===== src/hw/rtl/assert_macros.svh =====
// assertion macros used by the encapsulator rtl
`ifndef ASSERT_MACROS_SVH
`define ASSERT_MACROS_SVH

// concurrent check on aclk, held off while aresetn is low
`define ASSERT_CLK(label, prop, msg) \
    label: assert property (@(posedge aclk) disable iff (!aresetn) (prop)) else $error(msg);

// implication check on aclk, held off while aresetn is low
`define ASSERT_IMPL(label, pre, post, msg) \
    label: assert property (@(posedge aclk) disable iff (!aresetn) (pre) |-> (post)) \
        else $error(msg);

`endif


===== src/hw/rtl/ipip_pkg.sv =====
// constants and codes for the ipv4-in-ipv4 encapsulator
package ipip_pkg;

    localparam int unsigned MAX_FRAME_BYTES = 65535;
    localparam int unsigned POS_W = 16;
    localparam int unsigned HOLD_BYTES = 18;
    localparam int unsigned HOLD_IDX_W = $clog2(HOLD_BYTES);

    // frame handling modes
    localparam logic [1:0] MODE_COLLECT = 2'd0;
    localparam logic [1:0] MODE_PASS    = 2'd1;
    localparam logic [1:0] MODE_ENCAP   = 2'd2;

    // verdict codes carried on the last item of a frame
    localparam logic [1:0] VERDICT_TX   = 2'd0;
    localparam logic [1:0] VERDICT_PASS = 2'd1;
    localparam logic [1:0] VERDICT_DROP = 2'd2;

    // header bursts
    localparam int unsigned BURST_W = 6;
    localparam logic [BURST_W-1:0] PASS_BURST_LAST  = BURST_W'(13);
    localparam logic [BURST_W-1:0] ENCAP_BURST_LAST = BURST_W'(37);

    // frame positions of interest
    localparam logic [POS_W-1:0] POS_ETYPE_LO = POS_W'(13);
    localparam logic [POS_W-1:0] POS_HOLD_END = POS_W'(17);
    localparam logic [POS_W-1:0] POS_PROTO    = POS_W'(23);

    localparam logic [7:0] PROTO_TCP = 8'd6;
    localparam logic [7:0] PROTO_UDP = 8'd17;

    // fixed outer header words summed: 0x4500 + 0x0804 + four 0xffff address words
    localparam logic [18:0] CSUM_BASE = 19'h44D00;

endpackage


===== src/hw/rtl/ipv4_in_ipv4_encapsulator_unit.sv =====
// ipv4-in-ipv4 encapsulator: byte stream in, encapsulated or passed frame out
// one frame byte per item on both sides. a frame whose ethertype is not ipv4 leaves
// unchanged with verdict pass; an ipv4 frame gets a broadcast ethernet header (old
// destination as source) and an outer ipv4 header (protocol 4, ttl 8, all-ones
// addresses, total length = inner + 20, checksum) ahead of the inner packet, verdict
// transmit, or drop if the frame is too short. a frame ending before anything left
// yields one bare drop item. steady rate is one item per cycle while the output is taken;
// the header burst is played from a byte counter out of the held first 18 bytes, so
// input stalls while the burst plays, after the 18th byte of an ipv4 frame and after
// the 14th byte of any other frame. an input register and an output register part
// the two sides, so an item is taken while a result waits downstream.
module ipv4_in_ipv4_encapsulator_unit
    import ipip_pkg::*;
(
    input  logic       aclk,
    input  logic       aresetn,
    input  logic       s_tvalid,
    output logic       s_tready,
    input  logic [7:0] s_tdata,   // data_byte [7:0]
    input  logic       s_tlast,
    output logic       m_tvalid,
    input  logic       m_tready,
    output logic [7:0] m_tdata,   // out_byte [7:0]
    output logic       m_tlast,
    output logic [1:0] m_tuser    // verdict [1:0]
);

`include "assert_macros.svh"

    // input register
    logic       in_valid_reg;
    logic [7:0] in_byte_reg;
    logic       in_last_reg;

    // frame state
    logic [POS_W-1:0] pos_reg, pos_next;
    logic [1:0]       mode_reg, mode_next;
    logic [7:0]       proto_reg, proto_next;
    logic [7:0]       hold_reg [HOLD_BYTES];

    // header burst sequencer
    logic               burst_active_reg, burst_active_next;
    logic               burst_encap_reg, burst_encap_next;  // 0: plain 14-byte replay
    logic               burst_fin_reg, burst_fin_next;      // replay ends the frame
    logic [BURST_W-1:0] burst_cnt_reg, burst_cnt_next;

    // output register
    logic       out_valid_reg;
    logic [7:0] out_byte_reg;
    logic       out_last_reg;
    logic [1:0] out_verdict_reg;

    logic       out_free;
    logic       in_consume;
    logic       burst_emit;
    logic       hold_wr;
    logic       out_load;
    logic [7:0] ob;
    logic       ol;
    logic [1:0] ov;

    logic [POS_W-1:0]      pos_adv;
    logic [7:0]            proto_now;
    logic [BURST_W-1:0]    burst_end;
    logic [BURST_W-1:0]    hold_sel;
    logic [HOLD_IDX_W-1:0] hold_idx;
    logic [7:0]            hold_byte;
    logic [7:0]            burst_byte;

    // outer header length and checksum
    logic [15:0] total_len;
    logic [18:0] csum_sum;
    logic [16:0] csum_fold1;
    logic [16:0] csum_fold2;
    logic [15:0] csum;

    assign out_free   = !out_valid_reg || m_tready;
    assign in_consume = in_valid_reg && !burst_active_reg && out_free;
    assign burst_emit = burst_active_reg && out_free;
    assign s_tready   = !in_valid_reg || in_consume;

    assign pos_adv = (pos_reg != POS_W'(MAX_FRAME_BYTES)) ? pos_reg + POS_W'(1) : pos_reg;

    assign total_len  = {hold_reg[16], hold_reg[17]} + 16'd20;
    assign csum_sum   = CSUM_BASE + {3'b000, total_len};
    assign csum_fold1 = {1'b0, csum_sum[15:0]} + {14'd0, csum_sum[18:16]};
    assign csum_fold2 = {1'b0, csum_fold1[15:0]} + {16'd0, csum_fold1[16]};
    assign csum       = ~csum_fold2[15:0];

    assign burst_end = burst_encap_reg ? ENCAP_BURST_LAST : PASS_BURST_LAST;

    // held byte for the current burst slot: the old mac header, then inner bytes 14..17
    always_comb begin
        if (!burst_encap_reg) begin
            hold_sel = burst_cnt_reg;
        end else if (burst_cnt_reg < BURST_W'(12)) begin
            hold_sel = burst_cnt_reg - BURST_W'(6);
        end else begin
            hold_sel = burst_cnt_reg - BURST_W'(20);
        end
    end
    assign hold_idx  = hold_sel[HOLD_IDX_W-1:0];
    assign hold_byte = hold_reg[hold_idx];

    always_comb begin
        if (!burst_encap_reg) begin
            burst_byte = hold_byte;
        end else begin
            case (burst_cnt_reg) inside
                [0:5], [26:33]:         burst_byte = 8'hFF;  // broadcast dst, addresses
                [6:11], [34:37]:        burst_byte = hold_byte;
                12, 22:                 burst_byte = 8'h08;  // ethertype hi, ttl
                14:                     burst_byte = 8'h45;  // version and ihl
                16:                     burst_byte = total_len[15:8];
                17:                     burst_byte = total_len[7:0];
                23:                     burst_byte = 8'h04;  // protocol ip-in-ip
                24:                     burst_byte = csum[15:8];
                25:                     burst_byte = csum[7:0];
                default:                burst_byte = 8'h00;  // ethertype lo, tos, id, frag
            endcase
        end
    end

    // protocol as seen including the current byte
    assign proto_now = (pos_reg == POS_PROTO) ? in_byte_reg : proto_reg;

    always_comb begin
        pos_next          = pos_reg;
        mode_next         = mode_reg;
        proto_next        = proto_reg;
        burst_active_next = burst_active_reg;
        burst_encap_next  = burst_encap_reg;
        burst_fin_next    = burst_fin_reg;
        burst_cnt_next    = burst_cnt_reg;
        hold_wr           = 1'b0;
        out_load          = 1'b0;
        ob                = 8'h00;
        ol                = 1'b0;
        ov                = VERDICT_TX;

        if (burst_emit) begin
            out_load = 1'b1;
            ob       = burst_byte;
            ol       = !burst_encap_reg && burst_fin_reg && (burst_cnt_reg == burst_end);
            ov       = ol ? VERDICT_PASS : VERDICT_TX;
            if (burst_cnt_reg == burst_end) begin
                burst_active_next = 1'b0;
            end else begin
                burst_cnt_next = burst_cnt_reg + BURST_W'(1);
            end
        end else if (in_consume) begin
            unique case (mode_reg)
                MODE_PASS: begin
                    out_load = 1'b1;
                    ob       = in_byte_reg;
                    ol       = in_last_reg;
                    ov       = in_last_reg ? VERDICT_PASS : VERDICT_TX;
                    pos_next = pos_adv;
                    if (in_last_reg) begin
                        pos_next   = '0;
                        mode_next  = MODE_COLLECT;
                        proto_next = 8'h00;
                    end
                end
                MODE_ENCAP: begin
                    out_load   = 1'b1;
                    ob         = in_byte_reg;
                    ol         = in_last_reg;
                    proto_next = proto_now;
                    pos_next   = pos_adv;
                    if (in_last_reg) begin
                        // frame length is position plus one
                        if (pos_reg < POS_W'(33)) begin
                            ov = VERDICT_DROP;
                        end else if (proto_now == PROTO_TCP && pos_reg < POS_W'(53)) begin
                            ov = VERDICT_DROP;
                        end else if (proto_now == PROTO_UDP && pos_reg < POS_W'(41)) begin
                            ov = VERDICT_DROP;
                        end
                        pos_next   = '0;
                        mode_next  = MODE_COLLECT;
                        proto_next = 8'h00;
                    end
                end
                default: begin
                    // collecting header, also the unused mode code
                    hold_wr = pos_reg < POS_W'(HOLD_BYTES);
                    if (pos_reg == POS_ETYPE_LO &&
                        !(hold_reg[12] == 8'h08 && in_byte_reg == 8'h00)) begin
                        burst_active_next = 1'b1;
                        burst_encap_next  = 1'b0;
                        burst_fin_next    = in_last_reg;
                        burst_cnt_next    = '0;
                        if (in_last_reg) begin
                            pos_next   = '0;
                            mode_next  = MODE_COLLECT;
                            proto_next = 8'h00;
                        end else begin
                            mode_next = MODE_PASS;
                            pos_next  = pos_adv;
                        end
                    end else if (in_last_reg) begin
                        // bare drop marker
                        out_load   = 1'b1;
                        ol         = 1'b1;
                        ov         = VERDICT_DROP;
                        pos_next   = '0;
                        mode_next  = MODE_COLLECT;
                        proto_next = 8'h00;
                    end else begin
                        if (pos_reg >= POS_HOLD_END) begin
                            burst_active_next = 1'b1;
                            burst_encap_next  = 1'b1;
                            burst_fin_next    = 1'b0;
                            burst_cnt_next    = '0;
                            mode_next         = MODE_ENCAP;
                        end
                        pos_next = pos_adv;
                    end
                end
            endcase
        end
    end

    always_ff @(posedge aclk) begin
        if (!aresetn) begin
            in_valid_reg     <= 1'b0;
            out_valid_reg    <= 1'b0;
            pos_reg          <= '0;
            mode_reg         <= MODE_COLLECT;
            proto_reg        <= 8'h00;
            burst_active_reg <= 1'b0;
            burst_encap_reg  <= 1'b0;
            burst_fin_reg    <= 1'b0;
            burst_cnt_reg    <= '0;
        end else begin
            if (s_tready) begin
                in_valid_reg <= s_tvalid;
            end
            if (out_load) begin
                out_valid_reg <= 1'b1;
            end else if (m_tready) begin
                out_valid_reg <= 1'b0;
            end
            pos_reg          <= pos_next;
            mode_reg         <= mode_next;
            proto_reg        <= proto_next;
            burst_active_reg <= burst_active_next;
            burst_encap_reg  <= burst_encap_next;
            burst_fin_reg    <= burst_fin_next;
            burst_cnt_reg    <= burst_cnt_next;
        end
    end

    // payload registers, no reset
    always_ff @(posedge aclk) begin
        if (s_tready && s_tvalid) begin
            in_byte_reg <= s_tdata;
            in_last_reg <= s_tlast;
        end
        if (out_load) begin
            out_byte_reg    <= ob;
            out_last_reg    <= ol;
            out_verdict_reg <= ov;
        end
        if (hold_wr) begin
            hold_reg[pos_reg[HOLD_IDX_W-1:0]] <= in_byte_reg;
        end
    end

    assign m_tvalid = out_valid_reg;
    assign m_tdata  = out_byte_reg;
    assign m_tlast  = out_last_reg;
    assign m_tuser  = out_verdict_reg;

    // a verdict other than transmit only rides on the last item of a frame
    `ASSERT_IMPL(a_verdict_on_last, m_tvalid && !m_tlast, m_tuser == VERDICT_TX,
                 "nonzero verdict on an item that is not last")
    // encapsulated streaming only starts once the whole held header is in
    `ASSERT_IMPL(a_encap_after_hold, in_consume && mode_reg == MODE_ENCAP,
                 pos_reg > POS_HOLD_END, "encap byte before the held header was emitted")
    // burst counter stays inside the burst that is playing
    `ASSERT_IMPL(a_burst_bound, burst_active_reg, burst_cnt_reg <= burst_end,
                 "burst counter ran past the end of its burst")

endmodule

===== config.mk =====
export PLATFORM = sky130hd
export DESIGN_NAME = ipv4_in_ipv4_encapsulator_unit
export DESIGN_NICKNAME = d
export VERILOG_FILES = /design/src/hw/rtl/ipip_pkg.sv /design/src/hw/rtl/ipv4_in_ipv4_encapsulator_unit.sv
export VERILOG_INCLUDE_DIRS = /design/src /design/src/hw/rtl
export SDC_FILE = /design/constraint.sdc
export NUM_CORES = 1
export LEC_CHECK = 0
export ABC_AREA = 1
export ABC_CLOCK_PERIOD_IN_PS = 12700
export BUFFER_PORTS_ARGS = -buffer_cell sky130_fd_sc_hd__buf_4
export CORE_MARGIN = 2
export CORE_UTILIZATION = 30
export CTS_CLUSTER_SIZE = 12
export DETAILED_ROUTE_END_ITERATION = 8
export PLACE_DENSITY_LB_ADDON = 0.1
export SKIP_LAST_GASP = 1
export SLEW_MARGIN = 0
export SYNTH_ARGS = -nofsm -noshare
export SYNTH_HDL_FRONTEND = slang
export SYNTH_SLANG_ARGS = --single-unit

===== constraint.sdc =====
create_clock -name aclk -period 12.7 [get_ports aclk]
set_input_delay 2.54 -clock aclk [delete_from_list [all_inputs] [get_ports aclk]]
set_output_delay 2.54 -clock aclk [all_outputs]
set_load 0.02 [all_outputs]

Word-level counts from Yosys, hierarchy flattened
Memories as Yosys holds them, arrays and structs flattened.
Index checks and enable logic that the tools add are counted.
{ "totals": {"ff_bits": 57, "in_bits": 13, "memories": 1, "output_inout_bits": 13, "rom_bits": 0, "latchBits": 0, "mem_bits_rw": 144, "wordCells": 174} }
{ "memory_table": {"columns": ["name", "depth", "width", "read_ports", "rd_clocked_by_memory_dff", "wr", "line", "rtl"], "rows": [
  ["hold_reg", 18, 8, 4, 0, 1, "ipv4_in_ipv4_encapsulator_unit.sv:39", "logic [7:0] hold_reg [HOLD_BYTES];"]
]} }
{ "classes": {"shift": 0, "n_lt_le_gt_ge": 14, "n_mux": 72, "add_sub_neg": 8, "n_eq_ne": 23, "n_reduce_logical": 39, "bitwise": 3, "div": 0, "n_mul": 0} }
{ "ops": {"columns": ["op", "count"], "rows": [
  ["8-bit two-way mux", 17],
  ["16-bit by 6-bit less-than comparator with 1-bit output, second input constant", 3],
  ["6-bit two-way mux", 8],
  ["6-bit by 5-bit == test with 1-bit output, second input constant", 6],
  ["16-bit two-way mux", 2],
  ["1-bit two-way mux", 29],
  ["2-bit two-way mux", 13],
  ["19-bit by 16-bit adder with 19-bit output, first input constant", 1],
  ["16-bit by 3-bit adder with 17-bit output", 1],
  ["16-bit by 1-bit adder with 16-bit output", 1],
  ["16-bit by 1-bit adder with 16-bit output, second input constant", 1],
  ["16-bit by 5-bit adder with 16-bit output, second input constant", 1],
  ["16-bit by 4-bit == test with 1-bit output, second input constant", 1],
  ["16-bit by 5-bit == test with 1-bit output, second input constant", 1],
  ["16-bit by 5-bit greater-or-equal comparator with 1-bit output, second input constant", 1],
  ["16-bit by 5-bit less-than comparator with 1-bit output, second input constant", 1],
  ["16-bit inequality test, second input constant", 1],
  ["16-bit inverter", 1],
  ["5-bit AND reduction", 3],
  ["1-bit logical AND", 14],
  ["6-bit by 4-bit == test with 1-bit output, second input constant", 2],
  ["6-bit <= comparator, second input constant", 2],
  ["5-bit two-way mux", 2],
  ["2-bit nonzero test", 5],
  ["other kinds (28)", 42]
]} }

Logic depth before layout (Yosys ltp)
Gate-level depths: netlist of the first run.
An unclocked memory read counts as a cell.
{ "logic_depth": {"depth_word": 17, "mapped_depth": 49, "depth_no_buf": 49} }

Least setup slack after synthesis of the first run
OpenSTA, ideal clock, no wires.
{ "synth_path": {"path_kind": "input to output", "from": "in m_tready", "to": "out s_tready", "t_arrival_ps": 3123, "path_buffers": 0, "slack_ps": 7037, "path_stages": 4, "path_cell_list": "nor2_1 nor2_1 nand2_1 nand2_1"} }
{ "synth_between": {"elab_chain_len": 3} }
{ "synth_lines": {"columns": ["element", "line", "rtl"], "rows": [
  ["from (decl)", "ipv4_in_ipv4_encapsulator_unit.sv:22", "input logic m_tready,"],
  ["1-bit logical OR", "ipv4_in_ipv4_encapsulator_unit.sv:77", "assign out_free = !out_valid_reg || m_tready;"],
  ["1-bit logical AND", "ipv4_in_ipv4_encapsulator_unit.sv:78", "assign in_consume = in_valid_reg && !burst_active_reg && out_free;"],
  ["1-bit logical OR", "ipv4_in_ipv4_encapsulator_unit.sv:80", "assign s_tready = !in_valid_reg || in_consume;"],
  ["to (decl)", "ipv4_in_ipv4_encapsulator_unit.sv:18", "output logic s_tready,"]
]} }
Every way passes these cells.

==> run summary, run 1 <==
period utilisation layout: 48.1%
die area: 37,500 um^2
Max Cap Violations: 0
R2R cell count: 44
WP buf/inv: 4
Worst path slowest cell: edfxtp_1
Final ANT Viol Nets: 0
Core ar.: 35,500 um^2
Mapped Cells: 1,266
Sw Ratio: 21.9%
sequential area share after synthesis: 52.5%
Synth cell types: 46
Clk pwr share: 45.3%
max reg flops: 144
CTS sink count: 201
critical setup path kind: reg -> reg
Syn Nets: 1,308
Final Cell Area: 12,200 um^2
WP data required: 12.97 ns
worst r2r src: hold_reg[17][2]
GRT Util Overall: 16.9%
Setup crit end: m_tdata[4]
TNS Setup: 0 ns
VDD IR max: 0.0861 mV
Row Count: 69
Vert. Die Dim: 194 um
drt wl/cell: 18.0 um
TritonCTS clock tree: done
Post-DP HPWL: 22,100 um
ANT cells: 0
Clk pin slew, worst setup/hold paths: 0.06 ns
Mean Syn Cell Area: 8.52 um^2
Lkg Pwr: 4.71 nW
post-layout min period: 6.11 ns
synth warn: 0
Pins Over Slew Limit: 0
routability cong.: 0.860
Vias: 8,688
I/O pins: 26
first-pass GRT wire length: 50,000 um
number of synthesized flops with an enable pin: 164
max-slew headroom at the worst pin: 35.0%
#FFs+latches synth: 201
CP delay by family, top: simple AND/OR/NAND/NOR gates
cell-internal power: 1.11 mW
PortBufs: 25
initial antenna violation count: 0
Top FF cell, synth: edfxtp_1
TritonCTS buffer count: 23
Post-Syn Area: 10,800 um^2
FILL cells: 3,668
Area growth, synth to finish: 13.2%
reg-to-reg slack, setup: 6.59 ns
Gate power share: 3.6%
Placed Area: 11,500 um^2
Routed WL: 31,900 um
starting density of the core: 30.4%
layout cells sized above 1: 8.42%
Final Setup Violations: 0
Crit path top cell by count: nand2_1
Critical R2R Capture: m_tdata[4]
stages on the worst setup path: 44
vias in the first global route: 8,386
sw power: 310 uW
crit-path max FO: 8
Arrival @ worst endpoint: 6.38 ns
final worst clock skew: 0.0144 ns
CTS H-tree depth: 1
Multi-input gate area: 4450 um^2
Worst Tran Pin Value: 0.975 ns
Fin. Hold Viols: 0
register area: 5670 um^2
Hold Crit Class: reg -> reg
Clk Latency, worst-skew pair: 0.53 ns
routed vias/inst: 4.91
Clock Tree Root: clkbuf_16
CP Launch Type: register
RSZ-0062 raised after global routing: false
most common cell after layout, fill and taps aside: nand2_1
hold_buf cts: 0
1st-pass router iterations: 5
Seq pwr share: 51.1%
Iteration-0 DRC Markers: 587
status: finished clean
critical path launch point: hold_reg[17][2]
DRC violations left: 0
largest net degree at the start of global routing: 59
CP Capture Type: register
pwr/cell area: 116 nW/um^2
top achievable clock speed: 0.164 GHz
Max stage delay on crit path: 0.50 ns
chip width: 194 um
Post-CTS Resized: 0
CTS Buffer Depth: 3
Final #Nets: 1,335
most frequent cells in the layout: nand2_1 (365), edfxtp_1 (164), inv_1 (130), nand3_1 (110), nor2_1 (102)
post-CTS setup buffer count: 0
asr flop ratio synth: 0%
gr ovfl total: 0
synthesized netlist by cell type (7+ instances only):
cell type    n  share of area (%)
ha_1        29                3.4
xor2_1       7               0.57
nor3_1      17               0.79
buf_2       12               0.56
o211ai_1    15                1.0
clkbuf_1    20               0.70
nand4_1     15               0.87
nor4_1       9               0.52
nand2_1    366                 13
nor2_1     102                3.6
nand3_1    110                5.1
a311oi_1    10               0.81
o21ai_0     68                3.2
a31oi_1      9               0.52
edfxtp_1   164                 46
a21oi_1     61                2.8
a211oi_1    12               0.84
nand2_2     10               0.58
o21ai_1      7               0.32
inv_1      131                4.6
dfxtp_1     37                6.9
nor2_2       7               0.41
stage by stage:
step | total power, mW | worst slack (ns) | hold WS (ns) | utilization, % | cells
after floorplan | 0.764 | 7.04 | 0.443 | - | 1266
after global routing | 1.47 | 5.81 | 0.498 | 34.4 | 1768
final | 1.42 | 6.59 | 0.466 | 34.4 | 1768
after CTS | 1.44 | 6.61 | 0.470 | 34.4 | 1768
after global placement | 0.791 | 6.75 | 0.452 | 32.4 | 1729
after detailed placement | 0.790 | 6.64 | 0.460 | 32.4 | 1729
logic make-up (layout without fill, tap and decap cells):
family | after synthesis | after routing | share of synthesized area (%)
simple gates | 652 | 652 | 26.0
flops | 201 | 201 | 52.5
fa+ha+maj | 29 | 29 | 3.37
xor+xnor | 8 | 8 | 0.650
buf+inv | 172 | 213 | 6.16
compound gates | 204 | 204 | 11.3
how the worst min path moves through the flow:
stage,start,endpoint,cells after the start
floorplan,pos_reg[15],pos_reg[15],1
global placement,proto_reg[4],proto_reg[4],2
detailed placement,proto_reg[1],proto_reg[1],2
CTS,proto_reg[1],proto_reg[1],2
global route,proto_reg[0],proto_reg[0],2
finish,proto_reg[0],proto_reg[0],2
final cells by class:
| type | instances | share of cell area (%) |
|---|---|---|
| flip-flops and latches | 201 | 46.4 |
| clock inverters | 13 | 1.04 |
| well taps | 461 | 4.73 |
| clock buffers | 26 | 4.81 |
| repair buffers | 38 | 2.34 |
| multi-input cells | 893 | 36.5 |
| inverters | 136 | 4.18 |
worst reg2reg max path: cells and delay by family (launching register included):
family          cells  cell delay, ns
fa+ha+maj           5            1.12
buf+inv             4            0.28
compound gates      5            0.73
simple gates       30            3.21
flops               1            0.50
power groups by stage:
stage / registers, mW / clock network [mW] / logic [mW]
finish: 0.724 / 0.643 / 0.0515
global placement: 0.738 / 0 / 0.0523
detailed placement: 0.738 / 0 / 0.0521
global route: 0.725 / 0.684 / 0.0568
floorplan: 0.744 / 0 / 0.0200
CTS: 0.724 / 0.660 / 0.0523
per-layer routing:
| layer | up-vias | wire, um | global-route usage [%] | share of wire (%) |
|---|---|---|---|---|
| li1 | 4373 | - | - | - |
| met2 | 175 | 14800 | 27.6 | 47 |
| met1 | 4112 | 15600 | 24.5 | 49 |
| met4 | 0 | 458 | 3.28 | 1.4 |
| met3 | 28 | 1020 | 1.39 | 3.2 |
| met5 | - | 0 | 0 | 0 |
Power figures use the tool's default switching activity.
==> run 2: changes to the inputs <==
ABC_AREA = 0   (was 1)
ABC_CLOCK_PERIOD_IN_PS = 4900   (was 12700)
clock period = 4.9 ns   (was 12.7 ns; I/O delays follow)
==> run summary, run 2 <==
status: finished clean
Top FF cell, synth: edfxtp_1
top cells by count, synth: edfxtp_1 (164), nor2_1 (76), nand2_1 (58)
Post-Syn Area: 10,800 um^2 (about the same)
worst hold stages: 2 (unchanged)
Fin. Hold Viols: 0 (unchanged)
number of synthesized flops with an enable pin: 164 (unchanged)
first-pass GRT wire length: 47,600 um (-4.7%)
setup slack after layout: 0.157 ns (-6.43 ns)
post-synthesis mux area share: 9.90% (+9.9 points)
drt wl/cell: 21.2 um (+18%)
synth warn: 0 (unchanged)
layout cells sized above 1: 21.7% (+13 points)
Mapped Cells: 891 (-30%)
die area: 37,500 um^2 (about the same)
sw power: 796 uW (+160%)
Row Count: 69 (unchanged)
Clk Latency, worst-skew pair: 0.54 ns (about the same)
top achievable clock speed: 0.211 GHz (+29%)
synth top area cells: edfxtp_1 (46%), dfxtp_1 (6.9%), mux4_2 (6.7%), ha_1 (3.4%), mux2i_1 (2.7%)
initial antenna violation count: 0 (unchanged)
max reg flops: 144 (unchanged)
chip width: 194 um (about the same)
Hold Crit Class: reg -> reg
Final #Nets: 1,002 (-25%)
adder-cell share of the synthesized area: 3.46% (+0.093 points)
CP Launch Type: register
gr ovfl total: 0 (unchanged)
1st-pass router iterations: 5 (unchanged)
Worst Tran Pin Value: 0.914 ns (-0.0617 ns)
Area growth, synth to finish: 17.9%
period utilisation layout: 96.8% (+49 points)
crit-path max FO: 3 (-5)
final worst clock skew: 0.0260 ns (+0.0116 ns)
CTS sink count: 201 (unchanged)
Iteration-0 DRC Markers: 421 (-28%)
routability cong.: 0.821 (-4.5%)
R2R cell count: 20 (-55%)
VDD IR max: 0.247 mV (+190%)
WP data required: 5.17 ns (-7.80 ns)
post-synth top area cell: edfxtp_1
Compound-Gate Fraction of Synth Area: 12.8% (+1.5 points)
Lkg Pwr: 4.17 nW (-11%)
cell-internal power: 2.83 mW (+160%)
most frequent cells in the layout: edfxtp_1 (164), buf_4 (81), nor2_1 (75), nand2_1 (58)
Post-Synth XOR/XNOR Area: 4.50% (+3.9 points)
Clk pwr share: 44.6% (-0.7 points)
Sw Ratio: 22.0% (+0.076 points)
GRT Util Overall: 16.3% (-0.56 points)
cell with the most instances after synthesis: edfxtp_1
hold_buf cts: 0 (unchanged)
Final ANT Viol Nets: 0 (unchanged)
PortBufs: 25 (unchanged)
asr flop ratio synth: 0% (unchanged)
CP Capture Type: register
Core ar.: 35,500 um^2 (unchanged)
Max Cap Violations: 0 (unchanged)
pwr/cell area: 285 nW/um^2 (+150%)
ANT cells: 0 (unchanged)
DRC violations left: 0 (unchanged)
routed vias/inst: 5.22 (+6.2%)
max-slew headroom at the worst pin: 38.9% (+3.9 points)
CTS H-tree depth: 1 (unchanged)
Gate power share: 3.5% (about the same)
sequential area share after synthesis: 52.6% (about the same)
#FFs+latches synth: 201 (unchanged)
pre-CTS WS: -0.0996 ns (-6.74 ns)
Synth Area in Simple Gates: 14.2% (-12 points)
TritonCTS buffer count: 23 (unchanged)
largest net degree at the start of global routing: 44 (-25%)
Final Setup Violations: 0 (unchanged)
Seq pwr share: 51.9% (+0.8 points)
vias in the first global route: 7,712 (-8.0%)
Clock Tree Root: clkbuf_16
FILL cells: 3,499 (-4.6%)
most common cell after layout, fill and taps aside: edfxtp_1
Yosys top cell area share: 45.7% (about the same)
Clk pin slew, worst setup/hold paths: 0.06 ns (about the same)
Pins Over Slew Limit: 0 (unchanged)
Mean Syn Cell Area: 12.1 um^2 (+42%)
Syn Nets: 933 (-29%)
I/O pins: 26 (unchanged)
critical setup path kind: reg -> reg
Placed Area: 11,900 um^2 (+3.6%)
post-layout min period: 4.74 ns (-1.37 ns)
Vias: 7,493 (-14%)
Final Cell Area: 12,700 um^2 (+4.1%)
TritonCTS clock tree: done
Arrival @ worst endpoint: 5.01 ns (-1.37 ns)
Synth cell types: 91 (+98%)
Routed WL: 30,500 um (-4.4%)
Post-DP HPWL: 21,200 um (-4.0%)
Vert. Die Dim: 194 um (about the same)
starting density of the core: 30.4% (about the same)
largest family of logic cells by synthesized area: simple AND/OR/NAND/NOR gates
CTS Buffer Depth: 3 (unchanged)
==> run 2: final timing paths <==
kind	startpoint	slack (ns)	to
hold reg to reg	mode_reg[1]	0.50	mode_reg[1]
setup reg to reg	hold_reg[17][2]	0.16	m_tdata[7]
setup / recovery	hold_reg[17][2]	0.16	m_tdata[7]
hold / removal	mode_reg[1]	0.50	mode_reg[1]
==> run 2: worst max-delay path, cell delays in order, from the launching register on <==
cell and delay, ns:
edfxtp_1 0.43, ha_4 0.20, o2111ai_4 0.26, xnor2_4 0.15, ha_2 0.20, inv_1 0.05, and3_2 0.20, a211oi_4 0.25
nor2_1 0.06, nor2_1 0.16, ha_1 0.21, nand2_1 0.12, a2111o_1 0.47, nor4_2 0.17, buf_4 0.16, o21ai_0 0.09
nor3b_2 0.30, nor3_1 0.10, or4_4 0.54, nor4_2 0.29, nor3b_2 0.08
==> run 2: timing repair <==
item                       CTS  global route
pin swaps                    1            12
gates cloned                 0             0
resized for setup            2            12
setup endpoints to repair    6             8
setup buffers                0             5
==> run 2: kinds of logic (layout without fill, tap and decap cells) <==
family / Yosys count / after routing
compound gates: 189 / 189
xor+xnor: 53 / 53
fa+ha+maj: 30 / 30
buf+inv: 62 / 146
flops: 201 / 201
mux: 66 / 66
simple gates: 290 / 290
==> run 2: cell type report <==
type / instances / area [um^2] / area share (%)
Multi-Input combinational cell: 628 / 5040 / 39.7
Inverter: 23 / 86.3 / 0.679
Timing Repair Buffer: 83 / 648 / 5.10
Sequential cell: 201 / 5670 / 44.6
Clock buffer: 30 / 602 / 4.74
Tap cell: 461 / 577 / 4.54
Clock inverter: 10 / 85.1 / 0.670
==> run 2: per-layer routing <==
metal	vias up	track usage [%]	wire [um]
li1	3577	-	-
met4	0	4.52	776
met2	151	26.4	14300
met5	-	0	0
met1	3720	22.9	14400
met3	45	2.13	1010
==> run 2: metrics by stage <==
step                hold WS [ns]  utilization (%)  setup TNS, ns  instances  total power [mW]
finish                     0.499             35.8              0       1436              3.62
global placement           0.485             33.5        -0.0493       1391              2.05
detailed placement         0.488             33.5         -0.208       1391              2.04
CTS                        0.501             35.5        -0.0268       1431              3.68
global route               0.530             35.8         -0.117       1436              3.74
floorplan                  0.458                -         -0.102        891              1.98
==> run 2: power by group through the flow <==
stage               clock, mW  combinational [mW]  sequential, mW
global placement            0               0.130            1.92
CTS                      1.67               0.130            1.88
global route             1.72               0.139            1.88
floorplan                   0              0.0485            1.93
detailed placement          0               0.129            1.92
finish                   1.62               0.127            1.88
